File: src/sv/psrl_pkg.sv
// Types and constants shared by the per-source rate limiter modules.
`timescale 1ns / 1ps

package psrl_pkg;

    localparam int ADDR_W = 64;
    localparam int TIME_W = 64;
    localparam int CNT_W  = 16;

    // Length of one rate window in milliseconds.
    localparam logic [TIME_W-1:0] WINDOW_MS = TIME_W'(60000);
    // Limit in force after reset.
    localparam logic [CNT_W-1:0]  LIMIT_RESET = CNT_W'(30);

    // One table entry as stored in the table memory.
    typedef struct packed {
        logic [ADDR_W-1:0] addr_hi;
        logic [ADDR_W-1:0] addr_lo;
        logic [TIME_W-1:0] win_start;
        logic [TIME_W-1:0] last_seen;
        logic [CNT_W-1:0]  count;
    } t_entry;

    // Commands from the controller to the datapath.
    typedef struct packed {
        logic load;
        logic scan;
        logic eval;
        logic write;
    } t_cmd;

    // Status from the datapath to the controller.
    typedef struct packed {
        logic scan_done;
        logic out_free;
    } t_sts;

endpackage

File: src/sv/psrl_ctrl.sv
// Controller state machine that sequences load, scan, update and write of one request.
`timescale 1ns / 1ps

module psrl_ctrl (
    input  logic           i_clk,
    input  logic           i_rst_n,
    input  logic           i_valid,
    input  psrl_pkg::t_sts i_sts,
    output logic           o_stall,
    output psrl_pkg::t_cmd o_cmd
);

    localparam logic [1:0] S_IDLE  = 2'd0;
    localparam logic [1:0] S_SCAN  = 2'd1;
    localparam logic [1:0] S_EVAL  = 2'd2;
    localparam logic [1:0] S_WRITE = 2'd3;

    logic [1:0] r_state;
    logic [1:0] n_state;

    always_comb begin
        n_state = r_state;
        o_cmd   = '0;
        unique case (r_state)
            S_IDLE: begin
                if (i_valid) begin
                    o_cmd.load = 1'b1;
                    n_state    = S_SCAN;
                end
            end
            S_SCAN: begin
                if (i_sts.scan_done) begin
                    n_state = S_EVAL;
                end else begin
                    o_cmd.scan = 1'b1;
                end
            end
            S_EVAL: begin
                o_cmd.eval = 1'b1;
                n_state    = S_WRITE;
            end
            S_WRITE: begin
                if (i_sts.out_free) begin
                    o_cmd.write = 1'b1;
                    n_state     = S_IDLE;
                end
            end
            default: begin
                n_state = S_IDLE;
            end
        endcase
    end

    always_ff @(posedge i_clk) begin
        if (!i_rst_n) begin
            r_state <= S_IDLE;
        end else begin
            r_state <= n_state;
        end
    end

    assign o_stall = (r_state != S_IDLE);

endmodule

File: config.mk
export PLATFORM = sky130hd
export DESIGN_NAME = psrl_ctrl
export DESIGN_NICKNAME = d
export VERILOG_FILES = /design/src/sv/psrl_pkg.sv /design/src/sv/psrl_ctrl.sv
export SDC_FILE = /design/constraint.sdc
export NUM_CORES = 1
export LEC_CHECK = 0
export ABC_AREA = 1
export ABC_CLOCK_PERIOD_IN_PS = 1300
export BUFFER_PORTS_ARGS = -buffer_cell sky130_fd_sc_hd__clkbuf_2
export CELL_PAD_IN_SITES_DETAIL_PLACEMENT = 1
export CELL_PAD_IN_SITES_GLOBAL_PLACEMENT = 1
export CORE_AREA = 2 2 39 41
export DETAILED_ROUTE_END_ITERATION = 10
export DIE_AREA = 0 0 41 43
export GPL_ROUTABILITY_DRIVEN = 0
export PLACE_DENSITY_LB_ADDON = 0.1
export SYNTH_ARGS = -nofsm -noshare
export SYNTH_HDL_FRONTEND = slang
export SYNTH_SLANG_ARGS = --single-unit
File: constraint.sdc
create_clock -name i_clk -period 1.3 [get_ports i_clk]
set_input_delay 0.13 -clock i_clk [delete_from_list [all_inputs] [get_ports i_clk]]
set_output_delay 0.13 -clock i_clk [all_outputs]
set_load 0.005 [all_outputs]
==> results.sh, run 1 <==
export IMPL_dp_cells=56
export IMPL_ant_nets=0
export IMPL_slew_viol_final=0
export IMPL_cts_buffers=3
export IMPL_drtPass1Iterations=1
export IMPL_cp_cell_sequence="inv_2 > ha_1 > nand2_2 > inv_1 > clkbuf_2"
export IMPL_path_class="reg -> out"
export IMPL_root_buffer="clkbuf_4"
export IMPL_cp_required_ns=1.17
export IMPL_slowest_delay_ns=0.36
export IMPL_rsz0062_at_grt="false"
export IMPL_track_usage_pct=6.30
export IMPL_grt_pass1_wl_um=696
export IMPL_grt_ovfl_total=0
export IMPL_rrSetupSlack_ns=0.19
export IMPL_top_register="r_state"
export IMPL_peakVddDrop_mv=0.577
export IMPL_dpl_hpwl_um=390
export IMPL_reg2reg_depth=5
export IMPL_h_tree_depth=1
export IMPL_crit_fanout=4
export IMPL_syn_area_per_cell_um2=6.66
export IMPL_slew_headroom_pct=90.9
export IMPL_synth_cell_type_count=8
export IMPL_clock_fmax_mhz=829
export IMPL_die_area_mm2=0.00176
export IMPL_post_route_util_pct=21.4
export IMPL_die_h_um=43
export IMPL_syn2layout_area_growth_pct=43.6
export IMPL_drc_errors=0
export IMPL_maxCapViolCount=0
export IMPL_crit_reg2reg_launch="r_state[0]$_SDFFE_PN0P_"
export IMPL_finalSetupTns_ns=0
export IMPL_cp_slowest_cell="dfxtp_1"
export IMPL_power_total_uw=597
export IMPL_start_kind="register"
export IMPL_initial_core_util_pct=14.9
export IMPL_antenna_found_initial=0
export IMPL_synthCells=31
export IMPL_hold_viol=0
export IMPL_final_cells=59
export IMPL_status="finished clean"
export IMPL_clockBufferDepth=2
export IMPL_min_from="i_rst_n"
export IMPL_yosysSeqAreaShare_pct=19.4
export IMPL_clkLatencyLatePin_ns=0.22
export IMPL_hold_class="in -> reg"
export IMPL_clock_sinks=2
export IMPL_wire_per_inst_um=7.83
export IMPL_setup_viol=0
export IMPL_synthesis_nets=41
export IMPL_cp_endpoint="o_cmd[2]"
export IMPL_post_cts_buffers=0
export IMPL_period_share_pct=92.8
export IMPL_cp_end_kind="output port"
export IMPL_first_global_vias=189
export IMPL_portBuffers=9
export IMPL_power_density_mw_per_mm2=2010
export IMPL_finalNetCount=55
export IMPL_reg2reg_to="r_state[0]$_SDFFE_PN0P_"
export IMPL_drtIter0Drc=0
export IMPL_cts_tree="yes"
export IMPL_ys_ff_latch=2
export IMPL_leakage_uw=0.000199
export IMPL_netlist_area_um2=206
export IMPL_startpoint="r_state[1]$_SDFFE_PN0P_"
export IMPL_antennaDiodeCount=0
export IMPL_tightestPinTransition_ns=0.136
export IMPL_via_per_inst=3.59
export IMPL_layout_drive_gt1_share_pct=41.9
export IMPL_rows=14
export IMPL_clk_pin_slew_ns=0.03
export IMPL_top_regs="r_state x2"
export IMPL_chipWidth_um=41
export IMPL_core_area_mm2=0.00138
export IMPL_yosysWarnings=0
export IMPL_crit_arrival_ns=1.08
export IMPL_ioPinCount=10
export IMPL_largest_reg_flops=2
export IMPL_routed_wirelength_um=462
export IMPL_period_needed_ns=1.21
export IMPL_grt_max_degree=5
export IMPL_hold_buffers=0
export IMPL_routed_via_count=212
export IMPL_worst_clock_skew_ns=0.000446
## cell usage after synthesis
cell	count	share of area, %
nand2_1	7	13
nand2_2	2	6.1
nand3_2	1	4.8
ha_1	5	30
nor2_1	4	7.3
or2_1	1	3.0
inv_1	9	16
dfxtp_1	2	19
## per-stage QoR
stage	worst slack, ns	instance area [um2]	hold WS, ns
after CTS	0.0420	294	0.132
after global routing	0.0167	297	0.140
final	0.0939	297	0.131
after global placement	0.147	272	0.366
after detailed placement	0.129	272	0.370
after floorplan	0.229	206	0.250
## worst min path at each step
| stage | endpoint | slack, ns | depth (start not counted) |
|---|---|---|---|
| after detailed placement | r_state[0]$_SDFFE_PN0P_ | 0.37 | 3 |
| after floorplan | r_state[0]$_SDFFE_PN0P_ | 0.25 | 2 |
| after global placement | r_state[0]$_SDFFE_PN0P_ | 0.37 | 3 |
| final | r_state[0]$_SDFFE_PN0P_ | 0.13 | 3 |
| after global routing | r_state[1]$_SDFFE_PN0P_ | 0.14 | 3 |
| after CTS | r_state[0]$_SDFFE_PN0P_ | 0.13 | 3 |
## critical path: cells and delay by family (launching register included)
kind	cells	cell delay, ns
adder cells (fa/ha/maj)	1	0.20
buffers and inverters	3	0.22
flip-flops	1	0.36
AND/OR/NAND/NOR	1	0.08
## placed cells by master, fill, tap and decap left out, drive strengths merged
cell	n
clkbuf	12
dfxtp	2
ha	5
inv	9
nand2	9
nand3	1
nor2	4
or2	1
## power by group
group / internal, uW / total [uW] / switching (uW)
clock: 102 / 135 / 33.8
sequential: 91.7 / 121 / 29.2
combinational: 150 / 341 / 191
## what timing repair did
action	4_1_cts	5_1_grt
hold endpoints to repair	0	0
endpoints found under the setup margin	0	2
resized for setup	0	3
## kinds of logic (layout without fill, tap and decap cells)
| family | after synthesis | after routing | share of synthesized area [%] |
|---|---|---|---|
| fa+ha+maj | 5 | 5 | 30.3 |
| simple gates | 15 | 15 | 33.9 |
| buf+inv | 9 | 21 | 16.4 |
| flops | 2 | 2 | 19.4 |
## cell type report
| type | count | area [um2] |
|---|---|---|
| clock buffer | 3 | 22.5 |
| fill | 189 | 1090 |
| inverter | 9 | 33.8 |
| multi-input combinational | 20 | 135 |
| sequential | 2 | 40.0 |
| tap | 16 | 20.0 |
| timing repair buffer | 9 | 45.0 |
## layer usage
metal  track usage, %  routed length, um  vias to the layer above
li1                 -                  -                      110
met4             6.00                 14                        0
met2             8.75                232                        8
met1             6.35                178                       92
met5                0                  0                        -
met3             3.14                 36                        2
Power figures use the tool's default switching activity.
==> run 2: changes to the inputs <==
--- a/config.mk
+++ b/config.mk
@@ -6,7 +6,7 @@
 export NUM_CORES = 1
 export LEC_CHECK = 0
 export ABC_AREA = 1
-export ABC_CLOCK_PERIOD_IN_PS = 1300
+export ABC_CLOCK_PERIOD_IN_PS = 1100
 export BUFFER_PORTS_ARGS = -buffer_cell sky130_fd_sc_hd__clkbuf_2
 export CELL_PAD_IN_SITES_DETAIL_PLACEMENT = 1
 export CELL_PAD_IN_SITES_GLOBAL_PLACEMENT = 1
@@ -14,7 +14,8 @@
 export DETAILED_ROUTE_END_ITERATION = 10
 export DIE_AREA = 0 0 41 43
 export GPL_ROUTABILITY_DRIVEN = 0
-export PLACE_DENSITY_LB_ADDON = 0.1
+export PLACE_DENSITY = 0.46
+export SKIP_LAST_GASP = 1
 export SYNTH_ARGS = -nofsm -noshare
 export SYNTH_HDL_FRONTEND = slang
 export SYNTH_SLANG_ARGS = --single-unit
==> constraint.sdc (replaced) <==
create_clock -name i_clk -period 1.1 [get_ports i_clk]
set_input_delay 0.11 -clock i_clk [delete_from_list [all_inputs] [get_ports i_clk]]
set_output_delay 0.11 -clock i_clk [all_outputs]
set_load 0.005 [all_outputs]
==> run 2 against run 1 <==
  * The run now ends with negative setup slack left
  * Critical path depth down 1
  * Register-to-register slack worse by 0.21 ns
  * Total power up 97%
  * Final area up 54%
  * Hold slack worse by 0.030 ns
  * Largest power group unchanged
==> results.sh, run 2 (synthesis results as in run 1) <==
export IMPL_status="complete, but fails checks"
export IMPL_violations="negative setup slack"
export IMPL_slew_viol_final=0
export IMPL_layout_common_cells="clkbuf_2 (8), inv_1 (6), nand2_1 (6), buf_6 (6), ha_4 (4)"
export IMPL_post_route_util_pct=33.0
export IMPL_initial_core_util_pct=14.9
export IMPL_syn2layout_area_growth_pct=121
export IMPL_place_area_um2=309
export IMPL_hold_class="in -> reg"
export IMPL_die_h_um=43
export IMPL_period_needed_ns=1.16
export IMPL_rows=14
export IMPL_slew_headroom_pct=92.2
export IMPL_crit_fanout=2
export IMPL_maxCapViolCount=0
export IMPL_grt_ovfl_total=0
export IMPL_chipWidth_um=41
export IMPL_cp_end_kind="output port"
export IMPL_dpl_hpwl_um=365
export IMPL_top_regs="r_state x2"
export IMPL_drtPass1Iterations=1
export IMPL_clock_sinks=2
export IMPL_drtIter0Drc=0
export IMPL_antennaDiodeCount=0
export IMPL_path_class="reg -> out"
export IMPL_peakVddDrop_mv=0.836
export IMPL_clkLatencyLatePin_ns=0.22
export IMPL_power_density_mw_per_mm2=2580
export IMPL_top_register="r_state"
export IMPL_worst_slack_ns=-0.0571
export IMPL_setup_viol=4
export IMPL_power_total_uw=1180
export IMPL_crit_arrival_ns=1.05
export IMPL_fillerInstances=177
export IMPL_grt_max_degree=5
export IMPL_portBuffers=9
export IMPL_via_per_inst=3.69
export IMPL_cts_tree="yes"
export IMPL_routed_wirelength_um=544
export IMPL_final_common_cell="clkbuf_2"
export IMPL_cts_buffers=3
export IMPL_h_tree_depth=1
export IMPL_ant_nets=0
export IMPL_core_area_mm2=0.00138
export IMPL_rrSetupSlack_ns=-0.02
export IMPL_layout_drive_gt1_share_pct=68.6
export IMPL_pre_cts_ws_ns=-0.0275
export IMPL_worst_clock_skew_ns=0.00152
export IMPL_cp_required_ns=0.99
export IMPL_clock_fmax_mhz=864
export IMPL_clk_pin_slew_ns=0.03
export IMPL_first_global_vias=227
export IMPL_track_usage_pct=8.12
export IMPL_stdcell_area_um2=457
export IMPL_finalNetCount=63
export IMPL_antenna_found_initial=0
export IMPL_wire_per_inst_um=8.12
export IMPL_ioPinCount=10
export IMPL_grt_pass1_wl_um=890
export IMPL_clockBufferDepth=2
export IMPL_largest_reg_flops=2
export IMPL_drc_errors=0
export IMPL_rsz0062_at_grt="true"
export IMPL_routed_via_count=247
export IMPL_hold_viol=0
export IMPL_leakage_uw=0.000251
export IMPL_tightestPinTransition_ns=0.117
export IMPL_start_kind="register"
export IMPL_die_area_mm2=0.00176
export IMPL_root_buffer="clkbuf_4"
export IMPL_period_share_pct=105
run 2: report_power, final:
group          total [uW]  switching (uW)  internal (uW)
combinational         857             375            482
clock                 161            40.5            120
sequential            159            36.1            123
run 2: area by class of cell:
| class | count | area, um2 | area share (%) |
|---|---|---|---|
| well taps | 16 | 20.0 | 4.38 |
| repair buffers | 17 | 130 | 28.5 |
| flip-flops and latches | 2 | 45.0 | 9.86 |
| inverters | 9 | 36.3 | 7.95 |
| multi-input cells | 20 | 203 | 44.4 |
| clock buffers | 3 | 22.5 | 4.93 |
run 2: timing repair:
| action | CTS | global route |
|---|---|---|
| endpoints found under the hold margin | 0 | 0 |
| hold buffers | 0 | 0 |
| endpoints found under the setup margin | 7 | 7 |
| buffers inserted | 4 | 0 |
| resized for setup | 16 | 10 |
| pin swaps | 5 | 2 |
run 2: critical path: stages (launching register included):
cell	delay, ns
dfxtp_4	0.34
buf_6	0.13
ha_4	0.15
buf_6	0.10
buf_6	0.10
run 2: path summary, 6_finish.rpt:
kind,from,endpoint,cells past startpoint
setup / recovery,r_state[1]$_SDFFE_PN0P_,o_cmd[1],4
hold / removal,i_rst_n,r_state[1]$_SDFFE_PN0P_,3
setup reg to reg,r_state[0]$_SDFFE_PN0P_,r_state[0]$_SDFFE_PN0P_,6
hold reg to reg,r_state[0]$_SDFFE_PN0P_,r_state[1]$_SDFFE_PN0P_,4
run 2: per-stage QoR:
step,setup TNS (ns),cells,hold slack (ns)
6_report,-0.126,67,0.101
5_1_grt,-0.340,67,0.118
4_1_cts,-0.204,67,0.0954
3_5_place_dp,-0.0454,61,0.344
3_3_place_gp,-0.0641,61,0.342
2_1_floorplan,0,31,0.230
run 2: metal layers:
| metal | part of all wire (%) | global-route usage (%) |
|---|---|---|
| met5 | 0 | 0 |
| met4 | 1.8 | 8.00 |
| met3 | 7.5 | 4.71 |
| met2 | 49 | 9.06 |
| met1 | 42 | 9.90 |
